`src/rtl/cnr_pkg.sv`:
```
// shared types, constants and helpers for the clamp and renormalize block
package cnr_pkg;

    // pixel width and default store depth
    localparam int PIXEL_BITS     = 16;
    localparam int MAX_PIXELS_DEF = 65536;

    // depth of the queue between the front and the back
    localparam int QUEUE_DEPTH = 4;
    localparam int QPTR_W      = (QUEUE_DEPTH > 1) ? $clog2(QUEUE_DEPTH) : 1;
    localparam int QCOUNT_W    = $clog2(QUEUE_DEPTH + 1);

    // divider step counter width
    localparam int STEP_W = $clog2(PIXEL_BITS);

    // operation codes
    localparam logic OP_LOAD  = 1'b0;
    localparam logic OP_DRAIN = 1'b1;

    // saturation bounds as raw bit patterns
    localparam logic [PIXEL_BITS-1:0] PIX_MAX = {1'b0, {(PIXEL_BITS-1){1'b1}}};
    localparam logic [PIXEL_BITS-1:0] PIX_MIN = {1'b1, {(PIXEL_BITS-1){1'b0}}};

    typedef logic signed [PIXEL_BITS-1:0] t_pixel;
    // clamped pixel: never negative, so the sign bit is not stored
    typedef logic [PIXEL_BITS-2:0] t_mag;

    // one drain job handed from the front to the back
    typedef struct packed {
        t_mag pixel;
        logic last;
        logic scale;
    } t_job;

    // width of the running sums for a given store depth
    function automatic int sum_width(input int max_pixels);
        return PIXEL_BITS + $clog2(max_pixels);
    endfunction

endpackage

```
`src/rtl/cnr_back.sv`:
```
// output side: rescales drained pixels with a bit-serial divider
module cnr_back
    import cnr_pkg::*;
#(
    parameter int MAX_PIXELS = MAX_PIXELS_DEF
) (
    input  logic                                    i_clk,
    input  logic                                    i_rst_n,
    input  logic                                    i_job_valid,
    input  t_job                                    i_job,
    output logic                                    o_pop,
    output logic                                    o_busy,
    input  logic signed [sum_width(MAX_PIXELS)-1:0] i_sum_before,
    input  logic signed [sum_width(MAX_PIXELS)-1:0] i_sum_after,
    output logic                                    o_out_valid,
    input  logic                                    i_out_stall,
    output t_pixel                                  o_result_pixel,
    output logic                                    o_last_out
);

    localparam int SUM_W = sum_width(MAX_PIXELS);
    // product width, and one more bit for the range check
    localparam int PW    = PIXEL_BITS - 1 + SUM_W;
    localparam int DW    = PW + 1;

    localparam logic [2:0] ST_IDLE = 3'd0;
    localparam logic [2:0] ST_MUL  = 3'd1;
    localparam logic [2:0] ST_CHK  = 3'd2;
    localparam logic [2:0] ST_DIV  = 3'd3;
    localparam logic [2:0] ST_DONE = 3'd4;

    logic [2:0]            r_state, n_state;
    t_mag                  r_pixel, n_pixel;
    logic                  r_last, n_last;
    logic                  r_scale, n_scale;
    logic                  r_neg, n_neg;
    logic                  r_ovf, n_ovf;
    logic [PW-1:0]         r_rem, n_rem;
    logic [PW-1:0]         r_dsh, n_dsh;
    logic [PIXEL_BITS-1:0] r_q, n_q;
    logic [STEP_W-1:0]     r_step, n_step;
    logic                  r_out_valid, n_out_valid;
    logic [PIXEL_BITS-1:0] r_result, n_result;
    logic                  r_out_last, n_out_last;

    logic [SUM_W-1:0]      mag;
    logic [DW-1:0]         div_top;
    logic                  rem_ge;
    logic                  out_free;
    logic [PIXEL_BITS-1:0] sat_value;

    // magnitude of the signed numerator
    assign mag      = i_sum_before[SUM_W-1] ? (~i_sum_before + 1'b1) : i_sum_before;
    // divisor shifted to the first quotient bit beyond the output range
    assign div_top  = {i_sum_after, {PIXEL_BITS{1'b0}}};
    assign rem_ge   = r_rem >= r_dsh;
    assign out_free = ~r_out_valid | ~i_out_stall;

    // truncated quotient saturated to the signed pixel range, or the pixel as is when not rescaled
    always_comb begin
        if (!r_scale) begin
            sat_value = {1'b0, r_pixel};
        end else if (r_neg) begin
            sat_value = (r_ovf || (r_q > PIX_MIN)) ? PIX_MIN : (~r_q + 1'b1);
        end else begin
            sat_value = (r_ovf || (r_q > PIX_MAX)) ? PIX_MAX : r_q;
        end
    end

    // sequencer: multiply, range check, one quotient bit per cycle
    always_comb begin
        n_state     = r_state;
        n_pixel     = r_pixel;
        n_last      = r_last;
        n_scale     = r_scale;
        n_neg       = r_neg;
        n_ovf       = r_ovf;
        n_rem       = r_rem;
        n_dsh       = r_dsh;
        n_q         = r_q;
        n_step      = r_step;
        n_out_valid = r_out_valid & i_out_stall;
        n_result    = r_result;
        n_out_last  = r_out_last;
        o_pop       = 1'b0;
        case (r_state)
            ST_IDLE: begin
                if (i_job_valid) begin
                    o_pop   = 1'b1;
                    n_pixel = i_job.pixel;
                    n_last  = i_job.last;
                    n_scale = i_job.scale;
                    n_ovf   = 1'b0;
                    n_state = i_job.scale ? ST_MUL : ST_DONE;
                end
            end
            ST_MUL: begin
                n_neg   = i_sum_before[SUM_W-1];
                n_rem   = {{SUM_W{1'b0}}, r_pixel} * {{(PIXEL_BITS-1){1'b0}}, mag};
                n_state = ST_CHK;
            end
            ST_CHK: begin
                n_q    = '0;
                n_dsh  = {i_sum_after, {(PIXEL_BITS-1){1'b0}}};
                n_step = STEP_W'(PIXEL_BITS - 1);
                if ({1'b0, r_rem} >= div_top) begin
                    n_ovf   = 1'b1;
                    n_state = ST_DONE;
                end else begin
                    n_state = ST_DIV;
                end
            end
            ST_DIV: begin
                if (rem_ge) begin
                    n_rem = r_rem - r_dsh;
                end
                n_q   = {r_q[PIXEL_BITS-2:0], rem_ge};
                n_dsh = r_dsh >> 1;
                if (r_step == '0) begin
                    n_state = ST_DONE;
                end else begin
                    n_step = r_step - 1'b1;
                end
            end
            ST_DONE: begin
                if (out_free) begin
                    n_out_valid = 1'b1;
                    n_result    = sat_value;
                    n_out_last  = r_last;
                    n_state     = ST_IDLE;
                end
            end
            default: begin
                n_state = ST_IDLE;
            end
        endcase
    end

    always_ff @(posedge i_clk) begin
        if (!i_rst_n) begin
            r_state     <= ST_IDLE;
            r_out_valid <= 1'b0;
        end else begin
            r_state     <= n_state;
            r_out_valid <= n_out_valid;
        end
    end

    // datapath registers
    always_ff @(posedge i_clk) begin
        r_pixel    <= n_pixel;
        r_last     <= n_last;
        r_scale    <= n_scale;
        r_neg      <= n_neg;
        r_ovf      <= n_ovf;
        r_rem      <= n_rem;
        r_dsh      <= n_dsh;
        r_q        <= n_q;
        r_step     <= n_step;
        r_result   <= n_result;
        r_out_last <= n_out_last;
    end

    assign o_busy         = r_state != ST_IDLE;
    assign o_out_valid    = r_out_valid;
    assign o_result_pixel = r_result;
    assign o_last_out     = r_out_last;

endmodule

```
`config.mk`:
```
export PLATFORM = sky130hd
export DESIGN_NAME = cnr_back
export DESIGN_NICKNAME = d
export VERILOG_FILES = /design/src/rtl/cnr_pkg.sv /design/src/rtl/cnr_back.sv
export SDC_FILE = /design/constraint.sdc
export NUM_CORES = 2
export LEC_CHECK = 0
export BUFFER_PORTS_ARGS = -buffer_cell sky130_fd_sc_hd__buf_2
export CAP_MARGIN = 0
export CORE_ASPECT_RATIO = 1.5
export CORE_UTILIZATION = 40
export CTS_CLUSTER_DIAMETER = 120
export DETAILED_ROUTE_END_ITERATION = 7
export HOLD_SLACK_MARGIN = 0.02
export SKIP_LAST_GASP = 1
export SYNTH_ARGS = -nofsm -noshare
export SYNTH_HDL_FRONTEND = slang
export SYNTH_SLANG_ARGS = --single-unit
```
`constraint.sdc`:
```
create_clock -name i_clk -period 11 [get_ports i_clk]
set_clock_uncertainty 0.15 [all_clocks]
set_input_delay 1.65 -clock i_clk [delete_from_list [all_inputs] [get_ports i_clk]]
set_output_delay 1.65 -clock i_clk [all_outputs]
set_load 0.005 [all_outputs]
```
==> out/qor.log <==
qor: flow_run.maxCapViolations 0
qor: timing.clock_period_minus_worst_slack 10.17 ns
qor: global_route.grt_pass1_wl 115000 um
qor: timing.timing.final.ws_setup 0.833 ns
qor: timing.maxSlewViolCount 0
qor: route.antenna_left 0
qor: synth.yosys.area_share.xor_xnor 3.94%
qor: global_route.maximum_number_of_pins_on_one_net_before_global_route_repair 99
qor: global_route.gr-total-overflow 0
qor: floorplanning.floorplan.io_pins 105
qor: global_route.gr-max-usage-layer met2
qor: timing.rsz0062_at_grt no
qor: outcome.status completed
qor: critical_path.worst-endpoint-required 11.03 ns
qor: synth.multiplexer_share_of_the_synthesized_area 0.489%
qor: synth.synthFlopType sky130_fd_sc_hd__edfxtp_1
qor: finish.most-common-layout-cells sky130_fd_sc_hd__inv_1, sky130_fd_sc_hd__fa_1, sky130_fd_sc_hd__nand2_1, sky130_fd_sc_hd__and2_1, sky130_fd_sc_hd__ha_1
qor: floorplanning.dieHeight 312 um
qor: route.remaining_drc_errors 0
qor: floorplanning.die_x 209 um
qor: cts.cts_root_buf sky130_fd_sc_hd__clkbuf_16
qor: critical_path.critPathMostFrequentCell sky130_fd_sc_hd__fa_1
qor: timing.final.period_utilization 92.4%
qor: route.routed-via-count 19900
qor: finish.synthToLayoutAreaGrowth 8.42%
qor: critical_path.path_max_fanout 13
qor: critical_path.critPathCaptureType register
qor: timing.timing.final.hold_violations 0
qor: cts.clock_sink_count 154
qor: cts.holdBufCountCts 0
qor: critical_path.cp-start-kind input port
qor: synth.yosys.cell_types.count 73
qor: finish.final_layout_size_suffix_gt1_share 7.68%
qor: finish.antenna-diode-count 0
qor: synth.synth-edff-count 150
qor: cts.postCtsResizedCells 0
qor: synth.postSynthCellCount 2849
qor: synth.ys_seq_elements 154
qor: finish.mostFrequentLayoutCell sky130_fd_sc_hd__inv_1
qor: timing.max_freq 0.0984 GHz
qor: cts.worst_setup_hold_path_clk_slew 0.08 ns
qor: finish.final_util 43.8%
qor: floorplanning.core_box_area 63300 um2
qor: placement.port_buffers 104
qor: route.drt_pre_antenna_iters 6
qor: synth.post_synth_and_or_nand_nor_area_fraction 17.8%
qor: finish.fin_nets 3569
qor: placement.place.detailed.hpwl 56100 um
qor: placement.gp_congestion 0.859
qor: synth.synth_top_family_by_area adder cells
qor: critical_path.kind_of_critical_path input port to register
qor: global_route.antenna_found_initial 2
qor: timing.setup-tns-final 0 ns
qor: synth.asyncSetResetFlopFracSynth 0%
qor: floorplanning.floorplan_die_area 65000 um2
qor: synth.yosysSeqAreaShare 17.9%
qor: min_path.hold_path.class register to register
qor: placement.pre_cts_slack 0.380 ns
qor: global_route.gr-usage-met3 2.44%
qor: synth.mappedNetlistNets 3515
qor: global_route.grt.total_usage 22.5%
qor: route.dr.first_iter.drc_count 1291
qor: critical_path.crit_slowest_cell sky130_fd_sc_hd__or4_4
qor: timing.finalSetupViolCount 0
qor: floorplanning.core.rowCount 113
qor: timing.tightestPinTransition 1.07 ns
qor: synth.yosys_warnings 0
qor: cts.htree_num_levels 4
qor: floorplanning.initial_utilization 40.4%
qor: route.wirelength 70900 um
qor: cts.numCtsBuffers 17
qor: synth.average_instance_area_after_synthesis 8.98 um2
qor: timing.max_slew_margin 28.3%
qor: global_route.first_global_vias 21800
qor: route.routed_via_density 5.33
qor: cts.cts_max_path_buffers 2
qor: cts.clk_latency 0.46 ns
qor: global_route.use_met2 41.7%
qor: synth.syn-cell-area 25600 um2
qor: critical_path.critical-path-max-stage-delay 0.56 ns
qor: cts.cts_tree yes
qor: synth.synthAdderAreaFrac 39.8%
qor: route.post_drt_wl_per_cell 19.1 um
qor: global_route.groute.layer.met1.usage 27.0%
qor: critical_path.reg2regPathDepth 24
qor: critical_path.worst_ep_arrival_time 10.19 ns
qor: synth.synth_compound_gate_area_share 10.6%
qor: cts.post-cts-setup-buffer-count 0
qor: min_path.holdPathStages 0
synthesized netlist by cell type, types with 6 or more instances:
| library cell | instances | area (um2) |
|---|---|---|
| sky130_fd_sc_hd__xor2_1 | 52 | 455 |
| sky130_fd_sc_hd__o21ai_0 | 122 | 611 |
| sky130_fd_sc_hd__or3_1 | 19 | 119 |
| sky130_fd_sc_hd__a31oi_1 | 28 | 175 |
| sky130_fd_sc_hd__nand4b_1 | 11 | 96.3 |
| sky130_fd_sc_hd__nand4_1 | 21 | 131 |
| sky130_fd_sc_hd__nor2b_1 | 13 | 81.3 |
| sky130_fd_sc_hd__inv_1 | 520 | 1950 |
| sky130_fd_sc_hd__fa_1 | 389 | 7790 |
| sky130_fd_sc_hd__o41ai_1 | 8 | 70.1 |
| sky130_fd_sc_hd__nand2b_1 | 9 | 56.3 |
| sky130_fd_sc_hd__edfxtp_1 | 150 | 4500 |
| sky130_fd_sc_hd__and3_1 | 20 | 125 |
| sky130_fd_sc_hd__nor2_1 | 88 | 330 |
| sky130_fd_sc_hd__a21boi_0 | 8 | 60.1 |
| sky130_fd_sc_hd__o211ai_1 | 6 | 45.0 |
| sky130_fd_sc_hd__o21a_1 | 13 | 97.6 |
| sky130_fd_sc_hd__xnor2_1 | 63 | 552 |
| sky130_fd_sc_hd__nor3_1 | 16 | 80.1 |
| sky130_fd_sc_hd__o21bai_1 | 11 | 82.6 |
| sky130_fd_sc_hd__nand2_1 | 377 | 1420 |
| sky130_fd_sc_hd__or4_1 | 7 | 52.6 |
| sky130_fd_sc_hd__nand3_1 | 24 | 120 |
| sky130_fd_sc_hd__ha_1 | 192 | 2400 |
| sky130_fd_sc_hd__nor3b_1 | 9 | 67.6 |
| sky130_fd_sc_hd__o31ai_1 | 14 | 105 |
| sky130_fd_sc_hd__mux2i_1 | 8 | 80.1 |
| sky130_fd_sc_hd__buf_1 | 7 | 26.3 |
| sky130_fd_sc_hd__o31a_1 | 7 | 61.3 |
| sky130_fd_sc_hd__nor4_1 | 6 | 37.5 |
| sky130_fd_sc_hd__a21oi_1 | 120 | 601 |
| sky130_fd_sc_hd__a21o_1 | 53 | 398 |
| sky130_fd_sc_hd__and2_1 | 270 | 1690 |
| sky130_fd_sc_hd__clkbuf_1 | 114 | 428 |
metrics by stage:
| step | cell area [um2] | hold slack [ns] | cells |
|---|---|---|---|
| final | 27700 | 0.275 | 3721 |
| after global routing | 27700 | 0.296 | 3721 |
| after CTS | 27700 | 0.279 | 3721 |
| after detailed placement | 27200 | 0.261 | 3689 |
| after global placement | 27200 | 0.251 | 3689 |
| after floorplan | 25600 | 0.250 | 2849 |
final timing paths:
| check | slack, ns | start | end |
|---|---|---|---|
| max | 0.83 | i_sum_before[2] | r_rem[44] |
| max reg2reg | 3.51 | r_pixel[0] | r_rem[41] |
| min reg2reg | 0.28 | r_last | o_last_out |
| min | 0.28 | r_last | o_last_out |
flip-flops by register name, summed over array words and instances (netlist names):
register	flops
r_last	1
r_dsh	47
r_state	3
r_pixel	15
o_out_valid	1
o_last_out	1
r_rem	47
r_q	16
o_result_pixel	16
r_scale	1
r_step	4
r_ovf	1
r_neg	1
worst max-delay path, delay by kind of cell:
kind	cells	cell delay [ns]
xor+xnor	2	0.41
buf+inv	5	0.57
mux	1	0.08
compound gates	7	1.80
fa+ha+maj	7	3.33
simple gates	6	2.35
layer usage:
layer / vias to the layer above / wire length (um)
li1: 9187 / -
met1: 9960 / 28600
met2: 576 / 37200
met3: 128 / 3210
met4: 0 / 1860
met5: - / 0
layout make-up:
class                      instances  area, um2
clock inverter                    15        164
sequential                       154       4580
tap                              805       1010
multi-input combinational       2049      18700
inverter                         521       1960
fill                            6223      35600
clock buffer                      17        425
timing repair buffer             160        941
logic make-up (layout without fill, tap and decap cells):
kind of cell	Yosys count	in the layout
AOI/OAI and AO/OA	434	434
xor gates and xnor gates	115	115
adders and majority gates	581	581
buffers and inverters	646	713
DFF	154	154
muxes	12	12
and+or+nand+nor	907	907
Power is not shown: default switching activity piles up to over one toggle a cycle in this logic, so the estimate is an artifact.
