`config.mk`:
```
export PLATFORM = sky130hd
export DESIGN_NAME = cnr_queue
export DESIGN_NICKNAME = d
export VERILOG_FILES = /design/src/rtl/cnr_pkg.sv /design/src/rtl/cnr_queue.sv
export SDC_FILE = /design/constraint.sdc
export NUM_CORES = 1
export LEC_CHECK = 0
export BUFFER_PORTS_ARGS = -buffer_cell sky130_fd_sc_hd__buf_2
export CAP_MARGIN = 20
export CORE_UTILIZATION = 50
export CTS_CLUSTER_DIAMETER = 50
export CTS_CLUSTER_SIZE = 28
export DETAILED_ROUTE_END_ITERATION = 10
export PLACE_DENSITY = 0.77
export SYNTH_ARGS = -nofsm -noshare
export SYNTH_HDL_FRONTEND = slang
export SYNTH_SLANG_ARGS = --single-unit
```
`constraint.sdc`:
```
create_clock -name i_clk -period 2.1 [get_ports i_clk]
set_input_delay 0.105 -clock i_clk [delete_from_list [all_inputs] [get_ports i_clk]]
set_output_delay 0.105 -clock i_clk [all_outputs]
set_load 0.02 [all_outputs]
```
`src/rtl/cnr_pkg.sv`:
```
// shared types, constants and helpers for the clamp and renormalize block
package cnr_pkg;

    // pixel width and default store depth
    localparam int PIXEL_BITS     = 16;
    localparam int MAX_PIXELS_DEF = 65536;

    // depth of the queue between the front and the back
    localparam int QUEUE_DEPTH = 4;
    localparam int QPTR_W      = (QUEUE_DEPTH > 1) ? $clog2(QUEUE_DEPTH) : 1;
    localparam int QCOUNT_W    = $clog2(QUEUE_DEPTH + 1);

    // divider step counter width
    localparam int STEP_W = $clog2(PIXEL_BITS);

    // operation codes
    localparam logic OP_LOAD  = 1'b0;
    localparam logic OP_DRAIN = 1'b1;

    // saturation bounds as raw bit patterns
    localparam logic [PIXEL_BITS-1:0] PIX_MAX = {1'b0, {(PIXEL_BITS-1){1'b1}}};
    localparam logic [PIXEL_BITS-1:0] PIX_MIN = {1'b1, {(PIXEL_BITS-1){1'b0}}};

    typedef logic signed [PIXEL_BITS-1:0] t_pixel;
    // clamped pixel: never negative, so the sign bit is not stored
    typedef logic [PIXEL_BITS-2:0] t_mag;

    // one drain job handed from the front to the back
    typedef struct packed {
        t_mag pixel;
        logic last;
        logic scale;
    } t_job;

    // width of the running sums for a given store depth
    function automatic int sum_width(input int max_pixels);
        return PIXEL_BITS + $clog2(max_pixels);
    endfunction

endpackage

```
`src/rtl/cnr_queue.sv`:
```
// small job queue between the front and the back
module cnr_queue
    import cnr_pkg::*;
(
    input  logic                i_clk,
    input  logic                i_rst_n,
    input  logic                i_push,
    input  t_job                i_job,
    input  logic                i_pop,
    output t_job                o_job,
    output logic [QCOUNT_W-1:0] o_count
);

    t_job                r_entry [QUEUE_DEPTH];
    logic [QPTR_W-1:0]   r_wr_ptr, n_wr_ptr;
    logic [QPTR_W-1:0]   r_rd_ptr, n_rd_ptr;
    logic [QCOUNT_W-1:0] r_count, n_count;

    // pointer and fill count update
    always_comb begin
        n_wr_ptr = r_wr_ptr;
        n_rd_ptr = r_rd_ptr;
        n_count  = r_count;
        if (i_push) begin
            n_wr_ptr = (r_wr_ptr == QPTR_W'(QUEUE_DEPTH - 1)) ? '0 : r_wr_ptr + 1'b1;
        end
        if (i_pop) begin
            n_rd_ptr = (r_rd_ptr == QPTR_W'(QUEUE_DEPTH - 1)) ? '0 : r_rd_ptr + 1'b1;
        end
        if (i_push && !i_pop) begin
            n_count = r_count + 1'b1;
        end else if (i_pop && !i_push) begin
            n_count = r_count - 1'b1;
        end
    end

    always_ff @(posedge i_clk) begin
        if (!i_rst_n) begin
            r_wr_ptr <= '0;
            r_rd_ptr <= '0;
            r_count  <= '0;
        end else begin
            r_wr_ptr <= n_wr_ptr;
            r_rd_ptr <= n_rd_ptr;
            r_count  <= n_count;
        end
    end

    // entry storage
    always_ff @(posedge i_clk) begin
        if (i_push) begin
            r_entry[r_wr_ptr] <= i_job;
        end
    end

    assign o_job   = r_entry[r_rd_ptr];
    assign o_count = r_count;

endmodule

```
==> run metrics, run 1 <==
status=completed; Yosys reg bits=between 70 and 80; Die Span Y=slightly below 80 µm; Root Driver=clkbuf_8; number of global-route vias before repair=between 1500 and 2000; Post-Syn Nets=roughly 160; final wirelength=about 4800 µm; die area=~0.0062 mm²; cell taking the most area after synthesis=edfxtp_1; post-synthesis adder-cell area fraction=3.24%; MaxCap Viol Count=0; Final Max Tran Viols=0; core box area=approximately 0.0056 mm²; Ports=between 40 and 50; drt first pass iters=4; cells after synthesis=between 100 and 150; clock network latency to the later pin of the worst-skew pair=roughly 0.33 ns; Crit Path Max Fanout=17; Synth Cell Area=a little under 0.003 mm²; total number of vias=~1400; deepest clock path buffer count=2; critical path capture point type=output port; Max Clock Skew=between 0.004 and 0.005 ns; Overall Power=~3.2 mW; Worst VDD drop=~600 µV; compound-gate portion of the synthesized area=0.681%; TritonCTS Sinks=77; Multi-input gate area=around 660 µm²; total grt overflow=0; register area share after synthesis=75.6%; wire per inst=approximately 17 µm; WS Path Type=reg2out; Area after DPL=~0.0032 mm²; Fin Setup TNS=0 ns; register area=about 0.0022 mm²; cts bufs inserted=9; CP Buf/Inv Count=2; ANT nets after route=0; simple-gate area share of the yosys netlist=2.64%; Detailed Place HPWL=about 2900 µm; IO Port Bufs=40; fin nets=approximately 230; vias per cell=5.25; final setup vio count=0; Pleak=~1.3 nW; synth top area cells=edfxtp_1 70%, mux4_2 7.7%, mux4_1 6.3%, dfxtp_1 6.1%, ha_1 2.6%; Period minus WS final=1.86 ns; Area Growth Syn to Fin=21.2%; critical-path cell list=buf_4 -> mux4_1 -> buf_2; post-synthesis mux area share=between 10% and 20%; H-tree lvl count=3; CP arrival=about 1.8 ns; PostCTS Resize Cnt=0; Total GRT Usage=about 18%; fmax=between 0.5 and 0.6 GHz; initial antenna violation count=0; relative slew slack=between 40% and 50%; worst stage delay on the critical path=0.62 ns; FP Rows=27; first-pass GRT wire length=between 7000 and 8000 µm; Hold WC Path Type=in2reg; Critical Path RT=2.00 ns; distinct cell type count after synthesis=21; fill cell count=397; GP Congestion=a little over 0.7; synth warn=0; Synth Area in XOR/XNOR=less than 1%; Crit-path slowest cell=mux4_1; main combinational cell family by area after synthesis=multiplexers; Crit path max-delay family=multiplexers; RSZ-0062 raised after global routing=no; Worst-Margin Slew=approximately 0.88 ns; post-synth top area share=between 60 and 70%; # DRC=0; Worst-path clk slew=about 0.070 ns; average size of a mapped cell=roughly 22 µm²; Worst Setup Start Kind=flip-flop; Initial Util=52.7%; largest net degree at the start of global routing=18; Tcrit/Tclk final=88.3%; cell area after layout=between 0.003 and 0.004 mm²; diodes inserted=0; Fin. Hold Viols=0; share of cells above drive strength 1=between 30% and 40%; CTS tree=yes; Die W=around 80 µm; pwr/cell area=between 800 and 900 mW/mm²; DRT iter0 DRCs=between 80 and 90
-- per-layer routing --
| metal | part of all wire (%) | global-route usage (%) | vias to the layer above |
|---|---|---|---|
| li1 | - | - | 664 |
| met1 | 40 | 20.0 | 734 |
| met2 | 54 | 30.4 | 39 |
| met3 | 4.4 | 6.16 | 7 |
| met4 | 1.3 | 6.11 | 0 |
| met5 | 0 | 0 | - |
-- through the flow --
step | worst slack (ns) | util (%) | hold slack, ns | cells
finish | 0.245 | 63.9 | 0.0633 | 275
floorplan | 0.616 | - | 0.204 | 131
CTS | 0.206 | 63.9 | 0.0531 | 275
detailed placement | 0.370 | 57.6 | 0.320 | 242
global placement | 0.499 | 57.6 | 0.317 | 242
global route | 0.143 | 63.9 | 0.0577 | 275
-- where the power goes --
group / switching (mW) / internal, mW / total [mW]
clock: 0.490 / 0.537 / 1.03
sequential: 0.0280 / 1.75 / 1.78
combinational: 0.208 / 0.166 / 0.374
total: 0.727 / 2.45 / 3.18
-- worst reg2reg max path, stage by stage, from the launching register on --
cell     delay (ns)
dfxtp_1        0.36
inv_1          0.10
ha_1           0.14
and2_1         0.71
-- sequential cells by signal (all words and copies together) (netlist names), named ones only --
| register | flops |
|---|---|
| r_entry | 68 |
| o_count | 3 |
| r_wr_ptr | 2 |
| r_rd_ptr | 2 |
-- cell usage in the layout, fill, tap and decap left out, types with 3 or more instances in the layout --
cell,count
ha_1,6
clkinv_2,4
and2_1,5
buf_2,40
mux4_1,7
dfxtp_1,9
dlygate4sd3_1,17
inv_1,4
mux4_2,10
mux2i_1,4
clkbuf_8,9
edfxtp_1,68
buf_4,3
nor2b_1,5
-- repair_timing --
action	4_1_cts	5_1_grt
hold endpoints to repair	68	0
buffers inserted	0	0
hold buffers	17	0
-- cells by family after synthesis --
family                     Yosys count
DFF                                 77
muxes                               21
xor gates and xnor gates             2
AOI/OAI and AO/OA                    3
and+or+nand+nor                     13
buffers and inverters                8
adders and majority gates            7
-- cell type report --
type                            instances  share of cell area [%]
Inverter                                4                   0.422
Clock buffer                           10                    3.58
Sequential cell                        77                    62.4
Timing Repair Buffer                   60                    11.0
Tap cell                               72                    2.53
Multi-Input combinational cell         46                    18.5
Clock inverter                          6                    1.51
-- path summary, 6_finish.rpt --
| path | start | to | slack [ns] | cells after the start |
|---|---|---|---|---|
| worst max-delay path | flip-flop | o_job[13] | 0.24 | 3 |
| worst min-delay path | i_rst_n | o_count[0] | 0.06 | 2 |
| worst max register to register | r_wr_ptr[0] | r_entry[0][6] | 0.41 | 3 |
| worst min register to register | o_count[2] | o_count[2] | 0.54 | 2 |
-- Yosys cell counts, drive strengths merged --
cell / n
edfxtp: 68
mux4: 17
dfxtp: 9
ha: 6
and2: 5
nor2b: 5
buf: 4
inv: 4
mux2i: 4
a21boi: 1
fa: 1
nor2: 1
nor3: 1
o21a: 1
o21ai: 1
or3: 1
xnor2: 1
xor2: 1
No activity file was read; power rests on OpenSTA's default activity.
==> inputs of run 2 (changes only) <==
==> constraint.sdc (replaced) <==
create_clock -name i_clk -period 2.2 [get_ports i_clk]
set_input_delay 0.44 -clock i_clk [delete_from_list [all_inputs] [get_ports i_clk]]
set_output_delay 0.44 -clock i_clk [all_outputs]
set_load 0.02 [all_outputs]
==> run metrics, run 2 (synthesis results as in run 1) <==
Crit Path Max Fanout=17 (unchanged); Max Clock Skew=0.00676 ns (was 0.00471 ns); GP Congestion=0.760 (was 0.708); H-tree lvl count=3 (unchanged); sw frac=21.9% (was 22.9%); Worst-path clk slew=0.07 ns (about the same); die area=0.00619 mm² (unchanged); WS Path Type=reg2out (unchanged); MaxCap Viol Count=0 (unchanged); Worst VDD drop=471 µV (was 607 µV); # DRC=0 (unchanged); core box area=0.00557 mm² (unchanged); number of global-route vias before repair=1535 (was 1502); CTS Hold Bufs=0 (was 17); relative slew slack=83.2% (was 41.0%); Reg2Reg Launch Point=o_count[0] (was r_wr_ptr[0]); Period minus WS final=2.12 ns; RSZ-0062 raised after global routing=no (unchanged); drt first pass iters=4 (unchanged); Root Driver=clkbuf_8 (unchanged); initial antenna violation count=0 (unchanged); Ports=41 (unchanged); vias per cell=5.29 (was 5.25); Detailed Place HPWL=3100 µm (was 2870 µm); Fin Setup TNS=0 ns (unchanged); first-pass GRT wire length=7470 µm (was 7620 µm); Area Growth Syn to Fin=17.8% (was 21.2%); Hold Slack=0.314 ns (was 0.0633 ns); total number of vias=1381 (was 1444); Die Span Y=78.7 µm (unchanged); Reg with most FFs=r_entry (unchanged); FP Rows=27 (unchanged); R2R depth=4 (was 3); ANT nets after route=0 (unchanged); pwr/cell area=913 mW/mm² (was 892 mW/mm²); sw power=0.691 mW (was 0.727 mW); Fin. Hold Viols=0 (unchanged); cts bufs inserted=9 (unchanged); final wirelength=4650 µm (was 4760 µm); cell area after layout=0.00346 mm² (was 0.00356 mm²); max reg flops=68 (unchanged); Area after DPL=0.00323 mm² (was 0.00321 mm²); Worst Setup Start Kind=flip-flop (unchanged); CP arrival=1.68 ns (was 1.75 ns); Critical Path RT=1.76 ns (was 2.00 ns); commonest non-fill, non-tap cell in the layout=edfxtp_1 (unchanged); fin nets=212 (was 226); TritonCTS Sinks=77 (unchanged); non-filler cells, final=261 (was 275); largest net degree at the start of global routing=18 (unchanged); Hold Crit Start=i_job[13] (was i_rst_n); RR Endpoint=o_count[2] (was r_entry[0][6]); Tcrit/Tclk final=between 90% and 100%; Worst Hold Depth=1 (was 2); Hold EP=r_entry[1][13] (was o_count[0]); Total GRT Usage=17.4% (was 17.5%); CTS tree=yes (unchanged); Hold WC Path Type=in2reg (unchanged); placed insts=245 (was 242); total grt overflow=0 (unchanged); Clk pwr share=35.4% (was 32.3%); Die W=78.7 µm (unchanged); share of cells above drive strength 1=37.6% (was 33.0%); Power Internal=2.47 mW (was 2.45 mW); IO Port Bufs=40 (unchanged); critical path capture point type=output port (unchanged); Worst-Margin Slew=0.252 ns (was 0.885 ns); diodes inserted=0 (unchanged); Initial Util=52.7% (unchanged); Finished Core Util=62.1% (was 63.9%); final setup vio count=0 (unchanged); commonest cells after routing, fill and taps aside=68 x edfxtp_1, 40 x buf_2, 11 x clkbuf_8 (was 68 x edfxtp_1, 40 x buf_2, 17 x dlygate4sd3_1); Worst R2R Setup Slack=0.67 ns (was 0.41 ns); fill cell count=391 (was 397); combinational power share=10.9% (was 11.8%); Pleak=1.26 nW (was 1.29 nW); Final Max Tran Viols=0 (unchanged); clock network latency to the later pin of the worst-skew pair=0.34 ns (was 0.33 ns); status=completed (unchanged); DRT iter0 DRCs=70 (was 83); fmax=between 0.4 and 0.5 GHz; deepest clock path buffer count=2 (unchanged); wire per inst=17.8 µm (was 17.3 µm); Reg power frac=53.7% (was 55.9%)
## run 2: cell count changes in the layout (fill, tap and decap cells not counted), sizes merged
cell,change
dlygate4sd3,-17
buf,+3
clkinv,-3
clkbuf,+3
## run 2: final cells by class
| type | count | area (µm²) | area share (%) |
|---|---|---|---|
| flip-flops and latches | 77 | 2220 | 64.2 |
| multi-input cells | 46 | 659 | 19.1 |
| repair buffers | 46 | 253 | 7.31 |
| clock buffers | 13 | 180 | 5.21 |
| well taps | 72 | 90.1 | 2.60 |
| clock inverters | 3 | 40.0 | 1.16 |
| inverters | 4 | 15.0 | 0.434 |
## run 2: through the flow
| step | worst slack [ns] | power [mW] |
|---|---|---|
| 6_report | 0.0797 | 3.16 |
| 5_1_grt | 0.00539 | 3.28 |
| 4_1_cts | 0.0225 | 3.19 |
| 3_5_place_dp | 0.198 | 2.08 |
| 3_3_place_gp | 0.330 | 2.05 |
| 2_1_floorplan | 0.481 | 1.95 |
## run 2: power by group through the flow
stage	combinational, mW	sequential, mW	clock, mW
2_1_floorplan	0.217	1.73	0
3_3_place_gp	0.327	1.72	0
3_5_place_dp	0.348	1.73	0
4_1_cts	0.350	1.70	1.14
5_1_grt	0.375	1.70	1.21
6_report	0.346	1.70	1.12
## run 2: routing by layer
metal,up-vias,share of wire (%),GRT usage [%]
li1,636,-,-
met1,702,39,19.3
met2,35,54,29.2
met3,8,5.2,7.67
met4,0,1.6,7.22
met5,-,0,0
## run 2: worst max-delay path: stages (launching register included)
cell	delay [ns]
dfxtp_1	0.35
buf_8	0.22
mux4_1	0.59
buf_2	0.18
## run 2: worst max-delay path by stage
| stage | from | endpoint | slack, ns | cells after the start |
|---|---|---|---|---|
| finish | flip-flop | o_job[1] | 0.08 | 3 |
| global route | flip-flop | o_job[1] | 0.005 | 3 |
| CTS | flip-flop | o_job[1] | 0.02 | 3 |
| detailed placement | i_pop | o_count[2] | 0.20 | 8 |
| global placement | i_pop | o_count[2] | 0.33 | 8 |
| floorplan | i_pop | o_count[2] | 0.48 | 7 |
## run 2: what timing repair did
item | 4_1_cts | 5_1_grt
setup buffers | 0 | 0
setup endpoints to repair | 4 | 3
gates resized for setup | 1 | 1
==> inputs of run 3 (changes only) <==
Settings changed: REMOVE_ABC_BUFFERS set to 1, SLEW_MARGIN set to 10.
==> run metrics, run 3 (synthesis results as in run 1) <==
status=completed (unchanged); die area=0.00619 mm² (unchanged); clock network latency to the later pin of the worst-skew pair=0.33 ns (was 0.34 ns); diodes inserted=0 (unchanged); Hold Crit Start=i_job[12] (was i_job[13]); largest net degree at the start of global routing=13 (was 18); IO Port Bufs=40 (unchanged); total number of vias=1397 (was 1381); GP Congestion=0.705 (was 0.760); initial antenna violation count=0 (unchanged); DRT iter0 DRCs=45 (was 70); GRT met2 Usage=28.2% (was 29.2%); number of global-route vias before repair=1481 (was 1535); deepest clock path buffer count=2 (unchanged); RSZ-0062 raised after global routing=no (unchanged); Worst-path clk slew=0.07 ns (about the same); Detailed Place HPWL=3220 µm (was 3100 µm); FP Rows=27 (unchanged); Final Max Tran Viols=0 (unchanged); critical path capture point type=output port (unchanged); cts bufs inserted=9 (unchanged); Worst VDD drop=558 µV (was 471 µV); setup bufs post-CTS=0 (unchanged); Reg with most FFs=r_entry (unchanged); Worst Setup Start Kind=flip-flop (unchanged); Total GRT Usage=16.7% (was 17.4%); Fin. Hold Viols=0 (unchanged); pwr/cell area=876 mW/mm² (was 913 mW/mm²); grt met1 use=19.8% (was 19.3%); Root Driver=clkbuf_8 (unchanged); met3 usage=3.84% (was 7.67%); max reg flops=68 (unchanged); CTS Hold Bufs=0 (unchanged); # DRC=0 (unchanged); drt first pass iters=4 (unchanged); Tcrit/Tclk final=94.6% (was 96.4%); Worst R2R Setup Slack=0.62 ns (was 0.67 ns); PostCTS Resize Cnt=0 (was 1); Critical Path RT=1.76 ns (about the same); ANT nets after route=0 (unchanged); total grt overflow=0 (unchanged); fill cell count=377 (was 391); Hold EP=r_entry[1][12] (was r_entry[1][13]); Area Growth Syn to Fin=17.5% (was 17.8%); first-pass GRT wire length=7200 µm (was 7470 µm); Die Span Y=78.7 µm (unchanged); fmax=0.480 GHz (was 0.472 GHz); Worst-Margin Slew=0.454 ns (was 0.252 ns); Fin Setup TNS=0 ns (unchanged); final setup vio count=0 (unchanged); Die W=78.7 µm (unchanged); Overall Power=3.03 mW (was 3.16 mW); R2R depth=3 (was 4); vias per cell=5.25 (was 5.29); Max Clock Skew=0.00436 ns (was 0.00676 ns); Initial Util=52.7% (unchanged); CTS tree=yes (unchanged); Period minus WS final=2.08 ns (was 2.12 ns); core box area=0.00557 mm² (unchanged); share of cells above drive strength 1=38.1% (was 37.6%); layer with the highest usage=met2 (unchanged); Hold WC Path Type=in2reg (unchanged); TritonCTS Sinks=77 (unchanged); fin nets=217 (was 212); Ports=41 (unchanged); commonest non-fill, non-tap cell in the layout=edfxtp_1 (unchanged); final wirelength=4560 µm (was 4650 µm); H-tree lvl count=3 (unchanged); RR Endpoint=r_entry[1][10] (was o_count[2]); wire per inst=17.1 µm (was 17.8 µm); CP arrival=1.64 ns (was 1.68 ns); relative slew slack=69.7% (was 83.2%); Reg2Reg Launch Point=r_wr_ptr[0] (was o_count[0]); commonest cells after routing, fill and taps aside=68 x edfxtp_1, 40 x buf_2, 11 x buf_4 (was 68 x edfxtp_1, 40 x buf_2, 11 x clkbuf_8); Pleak=1.26 nW (about the same); WS Path Type=reg2out (unchanged); Crit Path Max Fanout=9 (was 17); MaxCap Viol Count=0 (unchanged); Worst Hold Depth=1 (unchanged)
==> run 3: cell count changes in the layout (fill, tap and decap cells not counted) <==
cell and delta:
clkbuf_1 +1, clkinvlp_4 +1, clkbuf_16 -1, buf_8 -1
clkinv_1 +1, clkbuf_8 -2, buf_4 +6
==> run 3: worst max-delay path by stage <==
stage                             to  slack (ns)  cells after the start
after CTS                   o_job[1]        0.08                      3
after floorplan             o_job[0]        0.18                      1
after global placement    o_count[2]        0.31                      8
after global routing       o_job[13]        0.05                      3
after detailed placement  o_count[2]        0.20                      8
final                       o_job[1]        0.12                      3
==> run 3: cell type report <==
class                           count  area, µm²  area share [%]
Clock inverter                      5       51.3            1.49
Timing Repair Buffer               51        283            8.19
Clock buffer                       11        131            3.81
Inverter                            4       15.0           0.435
Multi-Input combinational cell     46        659            19.1
Tap cell                           72       90.1            2.61
Sequential cell                    77       2220            64.4
==> run 3: layer usage <==
| metal | up-vias | part of all wire [%] |
|---|---|---|
| met1 | 716 | 41 |
| li1 | 644 | - |
| met2 | 28 | 54 |
| met4 | 0 | 1.4 |
| met5 | - | 0 |
| met3 | 9 | 3.4 |
==> run 3: report_power, final <==
| part | total (mW) | internal, mW | switching (mW) |
|---|---|---|---|
| Clock | 0.984 | 0.517 | 0.467 |
| Sequential | 1.69 | 1.67 | 0.0268 |
| Combinational | 0.348 | 0.152 | 0.196 |
| Total | 3.03 | 2.34 | 0.690 |
==> run 3: stage by stage <==
| stage | cell area (µm²) | hold WS [ns] | util, % | setup WS (ns) | instances |
|---|---|---|---|---|---|
| after floorplan | 2900 | 0.512 | - | 0.176 | 127 |
| after CTS | 3450 | 0.305 | 61.9 | 0.0821 | 266 |
| after global routing | 3450 | 0.313 | 61.9 | 0.0547 | 266 |
| final | 3450 | 0.318 | 61.9 | 0.119 | 266 |
| after detailed placement | 3270 | 0.501 | 58.7 | 0.204 | 250 |
| after global placement | 3270 | 0.473 | 58.7 | 0.314 | 250 |
==> run 3: critical path, cell delays in order (launching register included) <==
cell and delay (ns):
dfxtp_1 0.33, buf_4 0.21, mux4_1 0.59, buf_2 0.18
